$ cat config.mk
export PLATFORM = sky130hd
export DESIGN_NAME = sorted_list_insert_delete
export DESIGN_NICKNAME = d
export VERILOG_FILES = /design/src/design/sli_pkg.sv /design/src/design/sorted_list_insert_delete.sv /design/src/design/sli_ram.sv
export VERILOG_INCLUDE_DIRS = /design/src /design/src/design
export SDC_FILE = /design/constraint.sdc
export NUM_CORES = 1
export LEC_CHECK = 0
export ABC_AREA = 1
export BUFFER_PORTS_ARGS = -buffer_cell sky130_fd_sc_hd__buf_2
export CELL_PAD_IN_SITES_DETAIL_PLACEMENT = 2
export CELL_PAD_IN_SITES_GLOBAL_PLACEMENT = 2
export CORE_UTILIZATION = 44
export CTS_BUF_LIST = sky130_fd_sc_hd__clkbuf_8 sky130_fd_sc_hd__clkbuf_16
export DETAILED_ROUTE_END_ITERATION = 16
export PLACE_DENSITY = 0.82
export RECOVER_POWER = 25
export REMOVE_ABC_BUFFERS = 1
export SLEW_MARGIN = 10
export SYNTH_ARGS = -nofsm -noshare
export SYNTH_HDL_FRONTEND = slang
export SYNTH_HIERARCHICAL = 1
export SYNTH_SLANG_ARGS = --single-unit
$ cat constraint.sdc
create_clock -name clk -period 15.1 [get_ports clk]
set_clock_uncertainty 0.15 [all_clocks]
set_input_delay 0.755 -clock clk [delete_from_list [all_inputs] [get_ports clk]]
set_output_delay 0.755 -clock clk [all_outputs]
set_load 0.01 [all_outputs]
$ cat src/design/sorted_list_insert_delete_defines.svh
// Assertion macros for the sorted list block.
`ifndef SORTED_LIST_INSERT_DELETE_DEFINES_SVH
`define SORTED_LIST_INSERT_DELETE_DEFINES_SVH
`ifndef ASSERT_OFF
`define SLI_ASSERT_SAME(lbl, clk, rst, ante, cons, msg) \
  lbl: assert property (@(posedge clk) disable iff (rst) (ante) |-> (cons)) else $error(msg);
`define SLI_ASSERT_NEXT(lbl, clk, rst, ante, cons, msg) \
  lbl: assert property (@(posedge clk) disable iff (rst) (ante) |=> (cons)) else $error(msg);
`else
`define SLI_ASSERT_SAME(lbl, clk, rst, ante, cons, msg)
`define SLI_ASSERT_NEXT(lbl, clk, rst, ante, cons, msg)
`endif
`endif

$ cat src/design/sli_pkg.sv
`default_nettype none
package sli_pkg;

  localparam int DATA_W = 32;

  localparam logic OP_INSERT = 1'b0;
  localparam logic OP_DELETE = 1'b1;

  typedef enum logic [1:0] {
    ST_DONE      = 2'd0,
    ST_FULL      = 2'd1,
    ST_NOT_FOUND = 2'd2
  } status_t;

endpackage
`default_nettype wire

$ cat src/design/sorted_list_insert_delete.sv
`default_nettype none
// Sorted list block: keeps up to DEPTH signed 32-bit values in ascending order.
// A transaction is accepted at a rising edge where start is high and busy is
// low; operation selects insert or delete and value carries the operand.
// An insert places the value in front of any equal entries, or is dropped with
// status full when the table holds DEPTH entries. A delete removes the first
// equal entry, or reports not found. Each transaction gives exactly one result:
// done is high for one cycle with status, entry_count and smallest_value, and
// the receiver takes it in that cycle; it cannot hold results off.
// The entries live in one memory with a registered read. An insert walks
// down from the top entry, moving one larger-or-equal entry up per cycle; a
// delete walks up to the match and then moves one entry down per cycle. An
// insert stays busy while it moves entries and ends with the compare that
// stops the walk or the write of slot 0; a delete stays busy while it scans
// for the match and closes the gap, or scans the whole table. done rises at the
// same edge where busy falls. Full inserts, deletes on an empty table and
// inserts into an empty table never raise busy. A new transaction may be
// accepted in the cycle done is high. Reset empties the table at once;
// the memory itself is never cleared because only live entries are read.
`include "sorted_list_insert_delete_defines.svh"
module sorted_list_insert_delete #(
  parameter int DEPTH = 16
) (
  input  wire logic                                clk,
  input  wire logic                                rst,
  input  wire logic                                start,
  output logic                                     busy,
  input  wire logic                                operation,
  input  wire logic signed [sli_pkg::DATA_W-1:0]   value,
  output logic                                     done,
  output logic             [1:0]                   status,
  output logic             [$clog2(DEPTH+1)-1:0]   entry_count,
  output logic signed      [sli_pkg::DATA_W-1:0]   smallest_value
);
  import sli_pkg::*;

  localparam int AW = $clog2(DEPTH);
  localparam int CW = $clog2(DEPTH + 1);

  typedef enum logic [2:0] {
    S_IDLE,
    S_INS_EVAL,
    S_INS_LAST,
    S_DEL_EVAL,
    S_DEL_SHIFT
  } state_t;

  state_t            state, state_next;
  logic              op_q;
  logic [DATA_W-1:0] val_q;
  logic [CW-1:0]     count, count_next;
  logic [AW-1:0]     hole, hole_next;
  logic [AW-1:0]     idx, idx_next;
  logic [DATA_W-1:0] smallest;
  logic              done_next;
  status_t           status_q, status_next;

  logic              we;
  logic [AW-1:0]     waddr, raddr;
  logic [DATA_W-1:0] wdata, rdata;

  logic [CW-1:0]     cnt_m1;
  logic [AW-1:0]     last_idx;
  logic [AW-1:0]     idx_p1, idx_p2;

  assign cnt_m1   = count - CW'(1);
  assign last_idx = cnt_m1[AW-1:0];
  assign idx_p1   = idx + AW'(1);
  assign idx_p2   = idx + AW'(2);

  sli_ram #(
    .DEPTH(DEPTH),
    .AW   (AW)
  ) u_ram (
    .clk  (clk),
    .we   (we),
    .waddr(waddr),
    .wdata(wdata),
    .raddr(raddr),
    .rdata(rdata)
  );

  // The read address is issued combinationally so that the data of the entry
  // under test arrives in the next cycle, while the current entry is written.
  always_comb begin
    state_next  = state;
    count_next  = count;
    hole_next   = hole;
    idx_next    = idx;
    done_next   = 1'b0;
    status_next = status_q;
    we          = 1'b0;
    waddr       = '0;
    wdata       = val_q;
    raddr       = '0;
    unique case (state)
      S_IDLE: begin
        if (start) begin
          if (operation == OP_INSERT) begin
            if (count == CW'(DEPTH)) begin
              done_next   = 1'b1;
              status_next = ST_FULL;
            end else if (count == '0) begin
              we          = 1'b1;
              waddr       = '0;
              wdata       = value;
              count_next  = CW'(1);
              done_next   = 1'b1;
              status_next = ST_DONE;
            end else begin
              hole_next  = count[AW-1:0];
              raddr      = last_idx;
              state_next = S_INS_EVAL;
            end
          end else begin
            if (count == '0) begin
              done_next   = 1'b1;
              status_next = ST_NOT_FOUND;
            end else begin
              idx_next   = '0;
              raddr      = '0;
              state_next = S_DEL_EVAL;
            end
          end
        end
      end
      S_INS_EVAL: begin
        we = 1'b1;
        waddr = hole;
        if ($signed(rdata) >= $signed(val_q)) begin
          // Entry is not smaller than the new value: move it up one slot.
          wdata     = rdata;
          hole_next = hole - AW'(1);
          if (hole == AW'(1)) begin
            state_next = S_INS_LAST;
          end else begin
            raddr = hole - AW'(2);
          end
        end else begin
          wdata       = val_q;
          count_next  = count + CW'(1);
          done_next   = 1'b1;
          status_next = ST_DONE;
          state_next  = S_IDLE;
        end
      end
      S_INS_LAST: begin
        we          = 1'b1;
        waddr       = '0;
        wdata       = val_q;
        count_next  = count + CW'(1);
        done_next   = 1'b1;
        status_next = ST_DONE;
        state_next  = S_IDLE;
      end
      S_DEL_EVAL: begin
        if (rdata == val_q) begin
          if (idx == last_idx) begin
            count_next  = cnt_m1;
            done_next   = 1'b1;
            status_next = ST_DONE;
            state_next  = S_IDLE;
          end else begin
            raddr      = idx_p1;
            state_next = S_DEL_SHIFT;
          end
        end else if (idx == last_idx) begin
          done_next   = 1'b1;
          status_next = ST_NOT_FOUND;
          state_next  = S_IDLE;
        end else begin
          idx_next = idx_p1;
          raddr    = idx_p1;
        end
      end
      S_DEL_SHIFT: begin
        // Close the gap: the entry above moves down into the current slot.
        we       = 1'b1;
        waddr    = idx;
        wdata    = rdata;
        idx_next = idx_p1;
        if (idx_p1 == last_idx) begin
          count_next  = cnt_m1;
          done_next   = 1'b1;
          status_next = ST_DONE;
          state_next  = S_IDLE;
        end else begin
          raddr = idx_p2;
        end
      end
      default: begin
        state_next = S_IDLE;
      end
    endcase
  end

  always_ff @(posedge clk) begin
    if (rst) begin
      state    <= S_IDLE;
      count    <= '0;
      done     <= 1'b0;
      status_q <= ST_DONE;
    end else begin
      state    <= state_next;
      count    <= count_next;
      done     <= done_next;
      status_q <= status_next;
    end
    if (state == S_IDLE && start) begin
      op_q  <= operation;
      val_q <= value;
    end
    hole <= hole_next;
    idx  <= idx_next;
    // Shadow copy of the first entry, kept current on every write to slot 0.
    if (we && waddr == '0) begin
      smallest <= wdata;
    end
  end

  assign busy           = (state != S_IDLE);
  assign status         = status_q;
  assign entry_count    = count;
  assign smallest_value = (count == '0) ? '0 : smallest;

  `SLI_ASSERT_SAME(a_done_idle, clk, rst, done, !busy, "result strobe while busy")
  `SLI_ASSERT_SAME(a_count_range, clk, rst, 1'b1, count <= CW'(DEPTH), "count above depth")
  `SLI_ASSERT_SAME(a_full_count, clk, rst, done && status_q == ST_FULL,
                   count == CW'(DEPTH), "full status with room left")
  `SLI_ASSERT_NEXT(a_accept_progress, clk, rst, start && !busy, busy || done,
                   "accepted transaction neither busy nor done")
  `SLI_ASSERT_SAME(a_delete_op, clk, rst, state == S_DEL_SHIFT || state == S_DEL_EVAL,
                   op_q == OP_DELETE, "delete walk on an insert")

endmodule
`default_nettype wire

$ cat src/design/sli_ram.sv
`default_nettype none
module sli_ram #(
  parameter int DEPTH = 16,
  parameter int AW    = 4
) (
  input  wire logic                      clk,
  input  wire logic                      we,
  input  wire logic [AW-1:0]             waddr,
  input  wire logic [sli_pkg::DATA_W-1:0] wdata,
  input  wire logic [AW-1:0]             raddr,
  output logic      [sli_pkg::DATA_W-1:0] rdata
);
  import sli_pkg::*;

  // Simple dual-port storage with a registered read port.
  logic [DATA_W-1:0] mem [DEPTH];

  always_ff @(posedge clk) begin
    if (we) begin
      mem[waddr] <= wdata;
    end
    rdata <= mem[raddr];
  end

endmodule
`default_nettype wire

==> impl_metrics.json, run 1 <==
{
  "initial_core_utilization": 0.447,
  "layout.cells.most_common_list": "859 x nand2_1, 584 x edfxtp_1, 521 x inv_1",
  "drive_above_1_share": 0.0572,
  "floorplan.die.height_um": 255,
  "design_area_mm2": 0.0314,
  "finalHoldViolCount": 0,
  "clock_tree.buffer_depth": 3,
  "timing_max_transition_violations_final": 170,
  "port-buffer-count": 76,
  "achievable-frequency_ghz": 0.119,
  "rsz0062_at_grt": "false",
  "ctsRootBufferMaster": "clkbuf_16",
  "synth_seq_cells": 627,
  "timing.hold.worst_endpoint": "status[1]$_SDFFE_PP0P_",
  "remaining_drc_errors": 0,
  "worst_hold_startpoint": "rst",
  "layout.nets": 2962,
  "timing.final.setup_violations": 0,
  "yosysSeqAreaShare": 0.652,
  "timing.max_slew.rel_slack": -1.32,
  "syn-mean-instance-area_um2": 9.98,
  "antenna_cells_inserted": 0,
  "overflow": 0,
  "combinational_family_with_the_most_area_after_synthesis": "simple AND/OR/NAND/NOR gates",
  "place_hpwl_mm": 58.6,
  "cts_tree": "yes",
  "vias_per_cell": 5.67,
  "failed_checks": "capacitance limit, slew limit",
  "yosys.cell_types.count": 42,
  "clock_sinks": 627,
  "antenna_violations_before_repair": 0,
  "finalHoldWorstSlack_ns": 0.276,
  "floorplan.rows": 92,
  "critical_path_arrival_ns": 8.54,
  "detail_route.first_pass.iterations": 5,
  "synthesized_instance_count": 2830,
  "reg2reg_depth": 10,
  "reg_to_reg_end": "smallest[31]$_DFFE_PP_",
  "cts_clock_pin_slew_for_the_worst_setup_and_hold_paths_ns": 0.06,
  "run_status": "finished, violations left",
  "worst-r2r-setup-slack_ns": 6.68,
  "horizontal_die_dimension_um": 255,
  "min_period_ns": 8.42,
  "placed_area_mm2": 0.0293,
  "area.growth.synth_to_final_pct": 11.4,
  "actual_slew_at_the_worst_max_slew_pin_ns": 3.48,
  "layout_commonest_cell": "nand2_1",
  "die_area_mm2": 0.0652,
  "pin_count_of_the_biggest_net_entering_global_routing": 178,
  "critical_path.startpoint_type": "flop",
  "groute.usage.overall": 0.324,
  "route.final.wire_length_mm": 106,
  "depth_of_the_cts_h_tree": 3,
  "post_cts.resized_instances": 0,
  "cts_setup_buffers": 0,
  "power.density_cell_area_mw_per_mm2": 242,
  "drv.max_cap_violation_count": 5,
  "wl_per_cell_um": 27.9,
  "first_pass_grt_wire_length_mm": 157,
  "timing.setup.critical_path_class": "reg2reg",
  "antenna_left": 0,
  "timing.hold.worst.class": "in2reg",
  "drt-initial-drc-count": 1756,
  "first_global_vias": 24226,
  "worst_ir_drop_vdd_uv": 141,
  "num_vias": 21472,
  "io-pin-count": 77,
  "final.period_utilization": 0.558,
  "yosysWarningCount": 6,
  "crit_path_max_fanout": 29,
  "post_synth_fa_ha_maj_area_fraction": 0.0177,
  "post_synth_instance_area_mm2": 0.0282,
  "data_required_time_of_the_worst_path_ns": 15.22,
  "hold_depth": 2,
  "synth_simple_gate_area_share": 0.202,
  "critical_path.endpoint_type": "flop",
  "cellLeakagePower_uw": 0.0135,
  "timing.rr.start": "state[0]$_SDFFE_PP0P_",
  "placeableCoreArea_mm2": 0.0632,
  "yosys-mux-area-fraction": 0,
  "insertion_delay_ns": 0.62,
  "yosys.area_share.xor_xnor": 0.00248,
  "hold_buffer_count_at_cts": 0,
  "synth_compound_gate_area_share": 0.0292,
  "number_of_cts_inserted_buffers": 70,
  "gpl.final_weighted_congestion": 0.881
}
per-layer routing:
| metal | vias up | part of all wire | track usage |
|---|---|---|---|
| li1 | 9297 | - | - |
| met1 | 11137 | 0.39 | 0.392 |
| met3 | 260 | 0.054 | 0.0403 |
| met2 | 778 | 0.51 | 0.576 |
| met5 | - | 0 | 0 |
| met4 | 0 | 0.046 | 0.147 |
metrics by stage:
step	utilization	std cells	total power [uW]	setup TNS [ns]	setup WS [ns]
floorplan	-	2706	4650	-52.61	-1.68
global placement	0.464	3660	5540	0	9.60
detailed placement	0.464	3660	5780	0	9.29
CTS	0.500	3785	7620	0	8.99
global route	0.498	3785	7900	0	6.66
finish	0.498	3785	7600	0	6.68
report_power, final:
group,internal [uW],switching (uW),total (uW)
Combinational,704,2430,3140
Clock,997,742,1740
Sequential,2580,139,2720
logic make-up (layout without fill, tap and decap cells):
kind of cell               count (synthesis)  after routing
DFF                                      627            627
adders and majority gates                 40             40
and+or+nand+nor                         1361           1361
buffers and inverters                    637            746
xor gates and xnor gates                   8              8
AOI/OAI and AO/OA                        157            157
how the worst max path moves through the flow:
stage	endpoint	slack [ns]	start	depth (start not counted)
after floorplan	u_ram/rdata[0]$_DFF_P_	-1.68	entry_count[0]$_SDFFE_PP0P_	15
final	smallest[31]$_DFFE_PP_	6.68	state[0]$_SDFFE_PP0P_	10
after global routing	smallest[3]$_DFFE_PP_	6.66	state[0]$_SDFFE_PP0P_	10
after detailed placement	u_ram/rdata[18]$_DFF_P_	9.29	val_q[31]$_DFFE_PP_	19
after CTS	u_ram/rdata[11]$_DFF_P_	8.99	val_q[31]$_DFFE_PP_	20
after global placement	u_ram/rdata[4]$_DFF_P_	9.60	val_q[31]$_DFFE_PP_	19
flip-flops by register name (all words and copies together), names as in the netlist:
register / flops
done: 1
entry_count: 5
hole: 4
idx: 4
smallest: 32
state: 3
status: 2
u_ram/mem: 512
u_ram/rdata: 32
val_q: 32
cell type report:
class	instances	area, um^2
well taps	846	1060
fillers	6483	31800
flip-flops and latches	627	18400
multi-input cells	1566	7250
repair buffers	108	536
clock buffers	80	1920
clock inverters	45	349
inverters	513	1930
synthesized netlist by cell type:
cell type / n / area (um^2)
nor3b_1: 1 / 7.51
a221oi_1: 1 / 8.76
ha_1: 40 / 500
clkbuf_1: 26 / 97.6
nor2_2: 2 / 12.5
nor2_1: 68 / 255
nand3_2: 2 / 20.0
dfxtp_1: 43 / 861
a31oi_1: 3 / 18.8
nand3_1: 407 / 2040
nor3_1: 5 / 25.0
nand3b_1: 3 / 22.5
inv_2: 3 / 11.3
buf_1: 14 / 52.6
inv_4: 1 / 6.26
buf_4: 6 / 45.0
clkinv_1: 1 / 3.75
xnor2_1: 4 / 35.0
nor4_1: 1 / 6.26
nor3b_2: 1 / 12.5
o211ai_1: 2 / 15.0
or2_1: 1 / 6.26
nand4_1: 6 / 37.5
a21oi_1: 81 / 405
nand2_2: 2 / 12.5
o21ai_1: 2 / 10.0
buf_2: 45 / 225
o32ai_1: 1 / 8.76
o2111ai_1: 1 / 8.76
or4_1: 1 / 7.51
o21a_1: 1 / 7.51
xor2_1: 4 / 35.0
buf_6: 32 / 360
nor2_4: 1 / 11.3
a21o_1: 2 / 15.0
buf_12: 1 / 20.0
o22ai_1: 8 / 50.1
nand4_2: 1 / 12.5
inv_1: 508 / 1910
o21ai_0: 55 / 275
nand2_1: 859 / 3220
edfxtp_1: 584 / 17500
critical path: stages, from the launching register on:
cell     delay (ns)
dfxtp_1        0.33
nor2_1         0.18
inv_1          0.11
nor2_1         1.95
inv_1          1.00
nor2_4         0.29
nand2_1        0.13
inv_1          0.09
nand3_1        0.37
a21oi_1        2.68
buf_4          0.72
No activity file was read; power rests on OpenSTA's default activity.
==> inputs of run 2 (changes only) <==
Settings changed: ABC_AREA 1 to 0, CORE_UTILIZATION 44 to 48, PLACE_DENSITY 0.82 to 0.77.
Clock period 15.1 ns to 8.7 ns, I/O delays scaled along.
==> run 2 against run 1 <==
Net effect:
- the run still ends with capacitance limit, slew limit left
- non-clock buffer count rose by 36
- clock power rose by 58%
- critical endpoint is now u_ram/mem[14][0]$_DFFE_PP_
- count of clock-buffer cells in the layout fell by 6
- global-route usage is 0.92 points lower
- maximum frequency rose by 28%
- setup slack got worse by 4.6 ns
==> impl_metrics.json, run 2 <==
{
  "route.final.wire_length_mm": 81.6,
  "timing.hold.worst.class": "in2reg",
  "cts_tree": "yes",
  "first_pass_grt_wire_length_mm": 117,
  "maxUsedRoutingLayer": "met4",
  "yosys-mux-area-fraction": 0.115,
  "synth_compound_gate_area_share": 0.0617,
  "yosysWarningCount": 6,
  "combinational_family_with_the_most_area_after_synthesis": "multiplexers",
  "crit_path_max_fanout": 35,
  "insertion_delay_ns": 0.60,
  "rsz0062_at_grt": "false",
  "depth_of_the_cts_h_tree": 3,
  "detailroute.wirelength.met3_mm": 5.13,
  "synth_most_common_cell": "edfxtp_1",
  "detail_route.wirelength.met1_mm": 31.8,
  "post_synth_instance_area_mm2": 0.0251,
  "synth-main-ff-cell": "edfxtp_1",
  "detail_route.first_pass.iterations": 6,
  "placed_area_mm2": 0.0265,
  "layout.cells.most_common_list": "584 x edfxtp_1, 128 x mux4_2, 70 x clkbuf_16",
  "syn-mean-instance-area_um2": 18.6,
  "vias_per_cell": 6.49,
  "antenna_left": 0,
  "synth_seq_cells": 627,
  "finalHoldViolCount": 0,
  "port-buffer-count": 76,
  "groute.usage.overall": 0.315,
  "final_cells": 2226,
  "critical_path.startpoint_type": "flop",
  "number_of_enable_flip_flop_cells_after_synthesis": 584,
  "post_cts.resized_instances": 0,
  "layout.nets": 1571,
  "layout_commonest_cell": "edfxtp_1",
  "horizontal_die_dimension_um": 231,
  "num_vias": 14443,
  "initial_core_utilization": 0.487,
  "fin_total_pwr_uw": 10000,
  "cts_setup_buffers": 0,
  "yosys.area_share.xor_xnor": 0.00539,
  "drive_above_1_share": 0.194,
  "synth.top_cells.by_area": "edfxtp_1 70%, mux4_2 11%, dfxtp_1 3.4%, ha_1 2.0%, a22oi_1 1.9%",
  "cellLeakagePower_uw": 0.00952,
  "antenna_violations_before_repair": 0,
  "post_synth_fa_ha_maj_area_fraction": 0.0200,
  "drt-initial-drc-count": 1509,
  "number_of_cts_inserted_buffers": 67,
  "async_reset_ff_frac": 0,
  "synth_simple_gate_area_share": 0.0455,
  "floorplan.die.height_um": 231,
  "remaining_drc_errors": 0,
  "cts_clock_pin_slew_for_the_worst_setup_and_hold_paths_ns": 0.06,
  "place_hpwl_mm": 44.1,
  "placeableCoreArea_mm2": 0.0515,
  "largest_reg_flops": 512,
  "actual_slew_at_the_worst_max_slew_pin_ns": 2.17,
  "critical_path_arrival_ns": 6.66,
  "die_area_mm2": 0.0532,
  "yosysSeqAreaShare": 0.734,
  "failed_checks": "capacitance limit, slew limit",
  "wl_met2_mm": 41.6,
  "critical_path.endpoint_type": "flop",
  "timing.max_slew.rel_slack": -0.449,
  "registers.top_by_ff_count": "u_ram/mem",
  "ctsRootBufferMaster": "clkbuf_16",
  "timing.final.setup_violations": 0,
  "run_status": "finished, violations left",
  "leading_area_contributor_after_synthesis": "edfxtp_1",
  "ys_top_cells_by_count": "584 x edfxtp_1, 128 x mux4_2, 67 x nand2_1",
  "floorplan.rows": 83,
  "timing_max_transition_violations_final": 69,
  "hold_buffer_count_at_cts": 33,
  "design_area_mm2": 0.0288,
  "clock_tree.buffer_depth": 3,
  "achievable-frequency_ghz": 0.152,
  "final.period_utilization": 0.756,
  "data_required_time_of_the_worst_path_ns": 8.78,
  "gpl.final_weighted_congestion": 0.852,
  "synthesized_instance_count": 1346,
  "worst_ir_drop_vdd_uv": 208,
  "io-pin-count": 77,
  "clock_sinks": 627,
  "overflow": 0,
  "first_global_vias": 15762,
  "min_period_ns": 6.58,
  "yosys.cell_types.count": 63,
  "area.growth.synth_to_final_pct": 14.6,
  "timing.setup.critical_path_class": "reg2reg",
  "drv.max_cap_violation_count": 2,
  "power.density_cell_area_mw_per_mm2": 348,
  "synthDominantCellAreaShare": 0.699,
  "antenna_cells_inserted": 0,
  "wl_per_cell_um": 36.6,
  "pin_count_of_the_biggest_net_entering_global_routing": 129,
  "place.detailed.instances": 2073
}
-- run 2: changes by cell type in the layout (fill, tap and decap cells not counted), moves of 45 or more --
cell / before / now
a21oi_1: 81 / 36
a22oi_1: 0 / 65
nand2_1: 859 / 68
mux4_2: 0 / 128
nand3_1: 409 / 10
inv_1: 521 / 69
-- run 2: kinds of logic after synthesis --
logic type / after synthesis
flip-flops: 627
adder cells (fa/ha/maj): 40
XOR/XNOR: 13
AO/OA/AOI/OAI: 205
buffers and inverters: 109
multiplexers: 128
AND/OR/NAND/NOR: 224
-- run 2: final cells by class --
type | instances | area (um^2)
multi-input combinational | 610 | 6360
timing repair buffer | 144 | 918
sequential | 627 | 18400
clock buffer | 74 | 1810
inverter | 45 | 169
tap | 680 | 851
fill | 4435 | 22800
clock inverter | 46 | 248
-- run 2: layer usage --
| metal | track usage | up-vias |
|---|---|---|
| met3 | 0.0476 | 193 |
| met2 | 0.542 | 706 |
| met4 | 0.115 | 0 |
| li1 | - | 5778 |
| met5 | 0 | - |
| met1 | 0.407 | 7766 |
-- run 2: worst max-delay path: stages (launching register included) --
cell,delay [ns]
dfxtp_1,0.45
inv_1,0.18
ha_1,0.28
nor3b_1,0.44
nand2b_1,1.25
nor3_1,1.10
or3_1,0.34
nand3_1,0.26
nor2_1,1.12
buf_4,0.60
-- run 2: through the flow --
step / setup slack [ns] / setup TNS (ns) / utilization / hold WS, ns
3_3_place_gp: 3.32 / 0 / 0.514 / 0.314
5_1_grt: 1.90 / 0 / 0.558 / 0.0509
6_report: 2.12 / 0 / 0.558 / 0.0509
2_1_floorplan: -6.55 / -209.46 / - / 0.338
4_1_cts: 2.86 / 0 / 0.560 / 0.0201
3_5_place_dp: 2.96 / 0 / 0.514 / 0.371
-- run 2: path summary, 6_finish.rpt --
kind | slack, ns | cells after the start | endpoint | from
min reg2reg | 0.37 | 2 | status[0]$_SDFFE_PP0P_ | status[0]$_SDFFE_PP0P_
max | 2.12 | 9 | u_ram/mem[14][0]$_DFFE_PP_ | entry_count[0]$_SDFFE_PP0P_
min | 0.05 | 3 | state[1]$_SDFFE_PP0P_ | operation
max reg2reg | 2.12 | 9 | u_ram/mem[14][0]$_DFFE_PP_ | entry_count[0]$_SDFFE_PP0P_
-- run 2: where the power goes --
| group | switching [uW] | internal (uW) | leakage [uW] |
|---|---|---|---|
| sequential | 220 | 4100 | 0.00567 |
| combinational | 1930 | 991 | 0.00274 |
| clock | 1210 | 1540 | 0.00110 |
